**config.mk**
```make
export PLATFORM = sky130hd
export DESIGN_NAME = uart_baud_divisor_search
export DESIGN_NICKNAME = d
export VERILOG_FILES = /design/src/ubds_pkg.sv /design/src/ubds_div.sv /design/src/uart_baud_divisor_search.sv
export SDC_FILE = /design/constraint.sdc
export NUM_CORES = 2
export LEC_CHECK = 0
export ABC_AREA = 1
export BUFFER_PORTS_ARGS = -buffer_cell sky130_fd_sc_hd__buf_4
export CAP_MARGIN = 20
export CORE_MARGIN = 2
export CORE_UTILIZATION = 55
export DETAILED_ROUTE_END_ITERATION = 16
export PLACE_DENSITY = 0.72
export SLEW_MARGIN = 15
export SYNTH_ARGS = -nofsm -noshare
export SYNTH_HDL_FRONTEND = slang
export SYNTH_SLANG_ARGS = --single-unit
```
**constraint.sdc**
```tcl
create_clock -name clk -period 10.6 [get_ports clk]
set_input_delay 2.12 -clock clk [delete_from_list [all_inputs] [get_ports clk]]
set_output_delay 2.12 -clock clk [all_outputs]
set_load 0.02 [all_outputs]
```
**src/ubds_pkg.sv**
```systemverilog
// shared types and constants for the uart baud divisor search
// used by ubds_div and uart_baud_divisor_search; no dependencies
`default_nettype none

package ubds_pkg;

	// common width of the shared divider datapath
	localparam int DW = 40;
	localparam int CW = $clog2(DW + 1);

	// status codes
	localparam logic [1:0] ST_OK        = 2'd0;
	localparam logic [1:0] ST_TOO_HIGH  = 2'd1;
	localparam logic [1:0] ST_NONE      = 2'd2;
	localparam logic [1:0] ST_TOLERANCE = 2'd3;

	localparam logic [9:0]  TOL_RESET   = 10'd20;
	localparam logic [15:0] ERR_TOO_HIGH = 16'd1000;

	typedef enum logic [3:0] {
		SQ_IDLE,
		SQ_CHECK,
		SQ_FD10,
		SQ_CAND,
		SQ_T10,
		SQ_T100,
		SQ_BQ,
		SQ_BS,
		SQ_NEXT,
		SQ_RN,
		SQ_RQ,
		SQ_RS,
		SQ_EMUL,
		SQ_ERR,
		SQ_FIN
	} seq_state_t;

	typedef struct packed {
		logic          start;
		logic [DW-1:0] dividend;
		logic [DW-1:0] divisor;
	} div_req_t;

	typedef struct packed {
		logic          done;
		logic [DW-1:0] quotient;
	} div_rsp_t;

endpackage

`default_nettype wire

```
**src/ubds_div.sv**
```systemverilog
// shared restoring divider, one quotient bit per cycle
// depends on ubds_pkg for widths and the request/response structs
`default_nettype none

module ubds_div
	import ubds_pkg::*;
(
	input  wire logic     clk,
	input  wire logic     arst_n,
	input  wire div_req_t req,
	output div_rsp_t      rsp
);

	logic [DW:0]   rem_q;
	logic [DW-1:0] quo_q;
	logic [DW-1:0] dvs_q;
	logic [CW-1:0] cnt_q;
	logic          busy_q;
	logic          done_q;
	logic [DW:0]   trial;
	logic          fits;

	// trial subtract of the shifted remainder
	always_comb begin
		trial = {rem_q[DW-1:0], quo_q[DW-1]};
		fits  = (trial >= {1'b0, dvs_q});
	end

	// control
	always_ff @(posedge clk or negedge arst_n) begin
		if (!arst_n) begin
			busy_q <= 1'b0;
			done_q <= 1'b0;
			cnt_q  <= '0;
		end else begin
			done_q <= 1'b0;
			if (req.start) begin
				busy_q <= 1'b1;
				cnt_q  <= '0;
			end else if (busy_q) begin
				if (cnt_q == CW'(DW - 1)) begin
					busy_q <= 1'b0;
					done_q <= 1'b1;
				end
				cnt_q <= cnt_q + 1'b1;
			end
		end
	end

	// datapath
	always_ff @(posedge clk) begin
		if (req.start) begin
			rem_q <= '0;
			quo_q <= req.dividend;
			dvs_q <= req.divisor;
		end else if (busy_q) begin
			rem_q <= fits ? (trial - {1'b0, dvs_q}) : trial;
			quo_q <= {quo_q[DW-2:0], fits};
		end
	end

	assign rsp.done     = done_q;
	assign rsp.quotient = quo_q;

endmodule

`default_nettype wire

```
**src/uart_baud_divisor_search.sv**
```systemverilog
// uart baud divisor search top level: sequencer around one shared divider
// depends on ubds_pkg and ubds_div
`default_nettype none

// Takes a clock frequency and a wanted baud rate and returns bsel, bscale and
// clk2x with the rate error in permille. Candidates are tried in order clk2x 1
// then 0, bscale -7 up to 7; each candidate runs up to four divisions on the
// shared 40-bit restoring divider, or only two when its numerator or denominator
// already rules it out. Setup does the range check and clock/10, and the final
// work divides for the rate, rounds it and divides for the error. A baud that is
// too high ends the item without any division. There are thirty candidates in
// all, and an item with no fit at all tries every one of them. One item is in
// work at a time; s_tready is high only while the sequencer is idle, and a
// finished result may wait in the output register while the next item runs.
module uart_baud_divisor_search
	import ubds_pkg::*;
#(
	parameter int DIVISOR_BITS = 12
) (
	input  wire logic        clk,
	input  wire logic        arst_n,
	input  wire logic        s_tvalid,
	output logic             s_tready,
	input  wire logic [47:0] s_tdata,   // clock_hz[25:0], wanted_baud[47:26]
	output logic             m_tvalid,
	input  wire logic        m_tready,
	output logic [39:0]      m_tdata,   // divisor[12:0], scale_exp[16:13],
	                                    // double_speed[17], error_permille[33:18]
	output logic [1:0]       m_tuser,   // status[1:0]
	input  wire logic        cfg_valid,
	output logic             cfg_ready,
	input  wire logic [9:0]  cfg_data   // tolerance_permille
);

	localparam int BW = DIVISOR_BITS + 1;
	localparam logic [DW-1:0] LIMIT = DW'((64'd1 << BW) - 64'd1);

	seq_state_t state_q, state_d;
	div_req_t   dreq;
	div_rsp_t   drsp;

	logic [9:0]        tol_q;
	logic [25:0]       freq_q;
	logic [21:0]       baud_q;
	logic              mode_q;
	logic signed [3:0] s_q;
	logic [DW-1:0]     fd10_q, t_q, t10_q;
	logic [BW-1:0]     bsel_q;
	logic signed [DW:0] diff_q;
	logic              res_valid_q;

	logic [12:0]       res_div_q;
	logic [3:0]        res_s_q;
	logic              res_ds_q;
	logic [15:0]       res_err_q;
	logic [1:0]        res_st_q;

	logic [12:0]       out_div_q;
	logic [3:0]        out_s_q;
	logic              out_ds_q;
	logic [15:0]       out_err_q;
	logic [1:0]        out_st_q;

	logic [2:0]        osc_sh;
	logic [2:0]        kneg;
	logic [2:0]        kpos;
	logic [DW-1:0]     t_new;
	logic [DW-1:0]     bnum;
	logic              bnum_neg;
	logic [DW-1:0]     rnum_base, rnum, rden;
	logic              err_neg;
	logic [DW-1:0]     err_mag;
	logic signed [15:0] err_sat;
	logic              fin_go;

	ubds_div u_div (
		.clk    (clk),
		.arst_n (arst_n),
		.req    (dreq),
		.rsp    (drsp)
	);

	// candidate arithmetic
	always_comb begin
		osc_sh    = mode_q ? 3'd3 : 3'd4;
		kneg      = 3'(-s_q);
		kpos      = s_q[3] ? 3'd0 : s_q[2:0];
		t_new     = ((DW'(baud_q)) << osc_sh) << kpos;
		bnum_neg  = (fd10_q < t10_q);
		bnum      = s_q[3] ? ((fd10_q - t10_q) << kneg) : (fd10_q - t10_q);
		rnum_base = s_q[3] ? ((DW'(freq_q) >> osc_sh) << kneg) : (DW'(freq_q) >> kpos);
		rnum      = (rnum_base << 3) + (rnum_base << 1);
		rden      = s_q[3] ? (DW'(bsel_q) + (DW'(1) << kneg))
		                   : ((DW'(bsel_q) + DW'(1)) << osc_sh);
		err_neg   = diff_q[DW];
		err_mag   = DW'(diff_q[DW] ? -diff_q : diff_q) * DW'(1000);
		if (err_neg)
			err_sat = (drsp.quotient > DW'(32768)) ? -16'sd32768
			                                      : 16'(-drsp.quotient);
		else
			err_sat = (drsp.quotient > DW'(32767)) ? 16'sd32767 : 16'(drsp.quotient);
		fin_go    = !res_valid_q || m_tready;
	end

	// next state
	always_comb begin
		state_d = state_q;
		unique case (state_q)
			SQ_IDLE:  if (s_tvalid) state_d = SQ_CHECK;
			SQ_CHECK: state_d = (DW'(baud_q) > (DW'(freq_q) >> 4)) ? SQ_FIN : SQ_FD10;
			SQ_FD10:  if (drsp.done) state_d = SQ_CAND;
			SQ_CAND:  state_d = SQ_T10;
			SQ_T10:   if (drsp.done) state_d = SQ_T100;
			SQ_T100: begin
				if (drsp.done)
					state_d = (bnum_neg || drsp.quotient == '0) ? SQ_NEXT : SQ_BQ;
			end
			SQ_BQ:    if (drsp.done) state_d = SQ_BS;
			SQ_BS: begin
				if (drsp.done) state_d = (drsp.quotient < LIMIT) ? SQ_RN : SQ_NEXT;
			end
			SQ_NEXT: begin
				if (s_q != 4'sd7) state_d = SQ_CAND;
				else if (mode_q)  state_d = SQ_CAND;
				else              state_d = SQ_FIN;
			end
			SQ_RN:    state_d = SQ_RQ;
			SQ_RQ:    if (drsp.done) state_d = SQ_RS;
			SQ_RS:    if (drsp.done) state_d = SQ_EMUL;
			SQ_EMUL:  state_d = SQ_ERR;
			SQ_ERR:   if (drsp.done) state_d = SQ_FIN;
			SQ_FIN:   if (fin_go) state_d = SQ_IDLE;
			default:  state_d = SQ_IDLE;
		endcase
	end

	// divider requests and handshake outputs
	always_comb begin
		dreq.start    = 1'b0;
		dreq.dividend = '0;
		dreq.divisor  = DW'(10);
		s_tready      = 1'b0;
		unique case (state_q)
			SQ_IDLE:  s_tready = 1'b1;
			SQ_CHECK: begin
				dreq.start    = !(DW'(baud_q) > (DW'(freq_q) >> 4));
				dreq.dividend = DW'(freq_q);
			end
			SQ_CAND: begin
				dreq.start    = 1'b1;
				dreq.dividend = t_new;
			end
			SQ_T10: begin
				dreq.start    = drsp.done;
				dreq.dividend = t_q;
				dreq.divisor  = DW'(100);
			end
			SQ_T100: begin
				dreq.start    = drsp.done && !bnum_neg && drsp.quotient != '0;
				dreq.dividend = bnum;
				dreq.divisor  = drsp.quotient;
			end
			SQ_BQ, SQ_RQ: begin
				dreq.start    = drsp.done;
				dreq.dividend = drsp.quotient + DW'(5);
			end
			SQ_RN: begin
				dreq.start    = 1'b1;
				dreq.dividend = rnum;
				dreq.divisor  = rden;
			end
			SQ_EMUL: begin
				dreq.start    = 1'b1;
				dreq.dividend = err_mag;
				dreq.divisor  = DW'(baud_q);
			end
			default: ;
		endcase
	end

	// sequencer state and config register
	always_ff @(posedge clk or negedge arst_n) begin
		if (!arst_n) begin
			state_q     <= SQ_IDLE;
			tol_q       <= TOL_RESET;
			res_valid_q <= 1'b0;
		end else begin
			state_q <= state_d;
			if (cfg_valid) tol_q <= cfg_data;
			if (state_q == SQ_FIN && fin_go) res_valid_q <= 1'b1;
			else if (m_tready)               res_valid_q <= 1'b0;
		end
	end

	// working registers
	always_ff @(posedge clk) begin
		unique case (state_q)
			SQ_IDLE: begin
				freq_q <= s_tdata[25:0];
				baud_q <= s_tdata[47:26];
			end
			SQ_CHECK: begin
				mode_q    <= 1'b1;
				s_q       <= -4'sd7;
				res_div_q <= '0;
				res_s_q   <= '0;
				res_ds_q  <= 1'b0;
				res_err_q <= ERR_TOO_HIGH;
				res_st_q  <= ST_TOO_HIGH;
			end
			SQ_FD10: if (drsp.done) fd10_q <= drsp.quotient;
			SQ_CAND: t_q <= t_new;
			SQ_T10:  if (drsp.done) t10_q <= drsp.quotient;
			SQ_BS:   if (drsp.done) bsel_q <= drsp.quotient[BW-1:0];
			SQ_NEXT: begin
				if (s_q != 4'sd7) begin
					s_q <= s_q + 4'sd1;
				end else if (mode_q) begin
					mode_q <= 1'b0;
					s_q    <= -4'sd7;
				end else begin
					res_div_q <= '0;
					res_s_q   <= '0;
					res_ds_q  <= 1'b0;
					res_err_q <= '0;
					res_st_q  <= ST_NONE;
				end
			end
			SQ_RS: begin
				if (drsp.done)
					diff_q <= $signed({1'b0, drsp.quotient}) - $signed({19'd0, baud_q});
			end
			SQ_ERR: begin
				if (drsp.done) begin
					res_s_q   <= s_q;
					res_ds_q  <= mode_q;
					res_err_q <= err_sat;
					if (err_sat > $signed({6'd0, tol_q})) begin
						res_st_q  <= ST_TOLERANCE;
						res_div_q <= '0;
					end else begin
						res_st_q  <= ST_OK;
						res_div_q <= 13'(bsel_q);
					end
				end
			end
			default: ;
		endcase
	end

	// output register
	always_ff @(posedge clk) begin
		if (state_q == SQ_FIN && fin_go) begin
			out_div_q <= res_div_q;
			out_s_q   <= res_s_q;
			out_ds_q  <= res_ds_q;
			out_err_q <= res_err_q;
			out_st_q  <= res_st_q;
		end
	end

	assign cfg_ready = 1'b1;
	assign m_tvalid  = res_valid_q;
	assign m_tdata   = {6'd0, out_err_q, out_ds_q, out_s_q, out_div_q};
	assign m_tuser   = out_st_q;

endmodule

`default_nettype wire

```
==> impl_metrics.json <==
{
  "grt_antenna_before_repair": 9,
  "dpl.cell_count": 6643,
  "grt.total_usage_pct": 38.40,
  "hold_viol_final": 0,
  "cts_setup_buffers": 0,
  "cts_tree": "yes",
  "worstRegToRegCells": 28,
  "io_buffers": 100,
  "worstPathMaxFanout": 6,
  "wl_um": 151500,
  "drive_above_1_share_pct": 6.534,
  "synthToLayoutAreaGrowth_pct": 8.325,
  "vias": 40292,
  "grt_pass1_vias": 37111,
  "crit_top_cell": "inv_1",
  "clockRootBuffer": "clkbuf_16",
  "critPathArrivalTime_ns": 8.12,
  "cts_max_level": 2,
  "ioPinCount": 108,
  "hp-class": "reg2reg",
  "cts_buffer_depth": 3,
  "synth-async-reset-ratio_pct": 5.287,
  "multi_input_area_um2": 24610,
  "ant_nets": 0,
  "fin_crit_ns": 7.745,
  "ctsResizeCount": 0,
  "setup_tns_ns": 0,
  "drc_errors": 0,
  "worst_setup_path_end_kind": "flop",
  "drt_iter0_markers": 5449,
  "wire_per_inst_um": 22.47,
  "die_w_um": 277.8,
  "r2r_setup_slack_ns": 2.85,
  "synth_top_flop_cell": "edfxtp_1",
  "die-height_um": 277.8,
  "grt_start_max_net_pins": 96,
  "required_ns": 10.98,
  "grt_pass1_wl_um": 225900,
  "ys_seq_area_share_pct": 30.44,
  "regArea_um2": 12550,
  "p_leak_nw": 20.56,
  "start_kind": "flop",
  "synthTopCellsByArea": "edfxtp_1 27%, nand2_1 12%, ha_1 8.2%",
  "first_pass_iters": 9,
  "r2r-end": "u_div.quo_q[38]",
  "synth_largest_area_cell": "edfxtp_1",
  "final_nets": 6167,
  "tightestPinTransition_ns": 1.056,
  "rsz0062_at_grt": "false",
  "ys_warn_count": 0,
  "finClkSkew_ns": 0.05403,
  "synth-seq-cells": 435,
  "fillers": 7011,
  "power_density_nw_per_um2": 276.8,
  "gr-total-overflow": 0,
  "num_rows": 100,
  "crit_path_max_incr_delay_ns": 0.75,
  "finalNonFillerCells": 6744,
  "max-slew-margin-rel_pct": 29.45,
  "clock.fmax_mhz": 129.1,
  "gp_congestion": 1.022,
  "synth_edf_count": 372,
  "worstSetupPathType": "reg2reg",
  "vdd_ir_drop_max_mv": 0.2531,
  "clk_latency_ns": 0.66,
  "maxCapViolations": 0,
  "clock-sinks": 435,
  "initial_utilization_pct": 55.47,
  "cts_buffers": 51,
  "setup_viol": 0,
  "hold_path_end": "out_div_q[12]",
  "min_period_over_period_pct": 73.07,
  "hold_start": "res_div_q[12]",
  "whs_path_depth": 0,
  "holdBufCountCts": 0,
  "status": "complete, no violations",
  "synth_top_area_share_pct": 27.10,
  "dp_hpwl_um": 121400,
  "synthCells": 5689,
  "post_drt_via_cell_ratio": 5.974,
  "clkSlewWorstSetupHoldPaths_ns": 0.07,
  "coreArea_um2": 74320,
  "r2r-start": "diff_q[0]",
  "startpoint": "diff_q[0]",
  "power.total_mw": 12.36,
  "syn_avg_cell_area_um2": 7.247,
  "drv_slew": 0,
  "synthDistinctLibCells": 85,
  "die_area_um2": 77160,
  "netlist_area_um2": 41230,
  "slowest_stage": "o41ai_1"
}
==> through the flow <==
| stage | setup WS [ns] | instance area [um2] | util (%) | hold WS (ns) |
|---|---|---|---|---|
| finish | 2.855 | 44660 | 60.09 | 0.4202 |
| global route | 2.445 | 44650 | 60.07 | 0.4250 |
| CTS | 3.048 | 44650 | 60.07 | 0.4200 |
| detailed placement | 3.125 | 42860 | 57.67 | 0.4052 |
| global placement | 3.089 | 42860 | 57.67 | 0.4013 |
| floorplan | 4.710 | 41280 | - | 0.4003 |
==> worst max-delay path, delay by kind of cell, from the launching register on <==
family / cells / cell delay [ns]
buffers and inverters: 6 / 0.67
AO/OA/AOI/OAI: 3 / 0.99
flip-flops: 1 / 0.50
XOR/XNOR: 1 / 0.71
adder cells (fa/ha/maj): 5 / 2.42
AND/OR/NAND/NOR: 13 / 2.16
==> worst max path at each step <==
stage | end | depth (start not counted) | slack, ns
floorplan | u_div.quo_q[23] | 31 | 4.71
global placement | u_div.quo_q[38] | 28 | 3.09
CTS | u_div.quo_q[36] | 28 | 3.05
detailed placement | u_div.quo_q[38] | 28 | 3.12
global route | u_div.quo_q[29] | 32 | 2.45
finish | u_div.quo_q[38] | 28 | 2.85
==> logic make-up (layout without fill, tap and decap cells) <==
family	count (synthesis)	count (layout)	share of synthesized area [%]
buffers and inverters	1082	1148	10.27
AO/OA/AOI/OAI	1003	1003	14.13
flip-flops	435	435	30.44
AND/OR/NAND/NOR	2570	2570	26.75
XOR/XNOR	185	185	4.131
adder cells (fa/ha/maj)	379	379	13.46
other	2	22	0.01822
multiplexers	33	33	0.8043
==> cells in the mapped netlist (6+ instances only) <==
cell and n:
a22oi_1 7, a21o_1 20, dfrtp_1 21, o31ai_1 7
o21ai_0 390, a221oi_1 20, nor4_1 28, inv_1 887
nor2_4 8, nand3b_1 26, nor2_1 513, o21ai_1 15
buf_1 20, a211oi_1 14, o221ai_1 20, clkbuf_1 84
nand2_2 7, o2111ai_1 13, ha_1 269, and2_1 7
nand3_1 400, o21a_1 18, dfxtp_1 40, inv_2 16
a21oi_1 307, or2_2 30, buf_4 15, nand2_1 1348
o21bai_1 23, buf_6 7, nor2_2 23, edfxtp_1 372
o211ai_1 46, xor2_1 123, nand4_1 82, xnor2_1 54
nand3_2 6, mux2i_1 32, a221o_1 10, nor3_1 67
buf_2 46, a31oi_1 37, o22ai_1 20, fa_1 108
==> report_power, final <==
group / leakage, nW / internal, mW / switching, mW
registers: 4.11 / 2.58 / 0.568
clock network: 0.871 / 1.07 / 0.824
logic: 15.6 / 2.28 / 5.04
total: 20.6 / 5.93 / 6.43
==> state kept, by name, indices dropped and copies added (netlist names), 6 cells and up <==
| name | cells |
|---|---|
| out_div_q | 13 |
| fd10_q | 40 |
| tol_q | 10 |
| baud_q | 22 |
| diff_q | 38 |
| u_div.cnt_q | 6 |
| freq_q | 26 |
| u_div.rem_q | 40 |
| res_err_q | 16 |
| t10_q | 40 |
| bsel_q | 13 |
| t_q | 36 |
| u_div.dvs_q | 40 |
| out_err_q | 16 |
| res_div_q | 13 |
| u_div.quo_q | 40 |
==> layout by cell type, fill, tap and decap left out, types with 23 or more instances in the layout <==
cell,n
clkbuf_16,51
xnor2_1,54
o21ai_0,389
nand3b_1,26
ha_1,268
mux2i_1,32
dfxtp_1,40
nand4_1,82
or2_2,30
xor2_1,123
fa_1,108
buf_4,142
edfxtp_1,372
nor2_1,500
nor2_2,27
inv_1,885
nor3_1,67
a31oi_1,37
o211ai_1,46
nor4_1,28
nand3_1,399
nand2_1,1346
a21oi_1,307
o21bai_1,23
==> area by class of cell <==
cell class / instances / area share [%]
Tap cell: 969 / 2.715
Clock inverter: 34 / 0.9134
Timing Repair Buffer: 142 / 2.387
Sequential cell: 435 / 28.10
Inverter: 910 / 7.660
Multi-Input combinational cell: 4187 / 55.11
Antenna cell: 5 / 0.02802
Clock buffer: 62 / 3.085
==> layer usage <==
layer	vias to the layer above	global-route usage, %	part of all wire [%]
met2	2247	57.22	42
li1	18971	-	-
met1	18646	53.93	42
met4	10	17.20	5.2
met5	-	0	0.038
met3	418	7.622	11
Note: power is estimated with default switching activity, not from simulation.
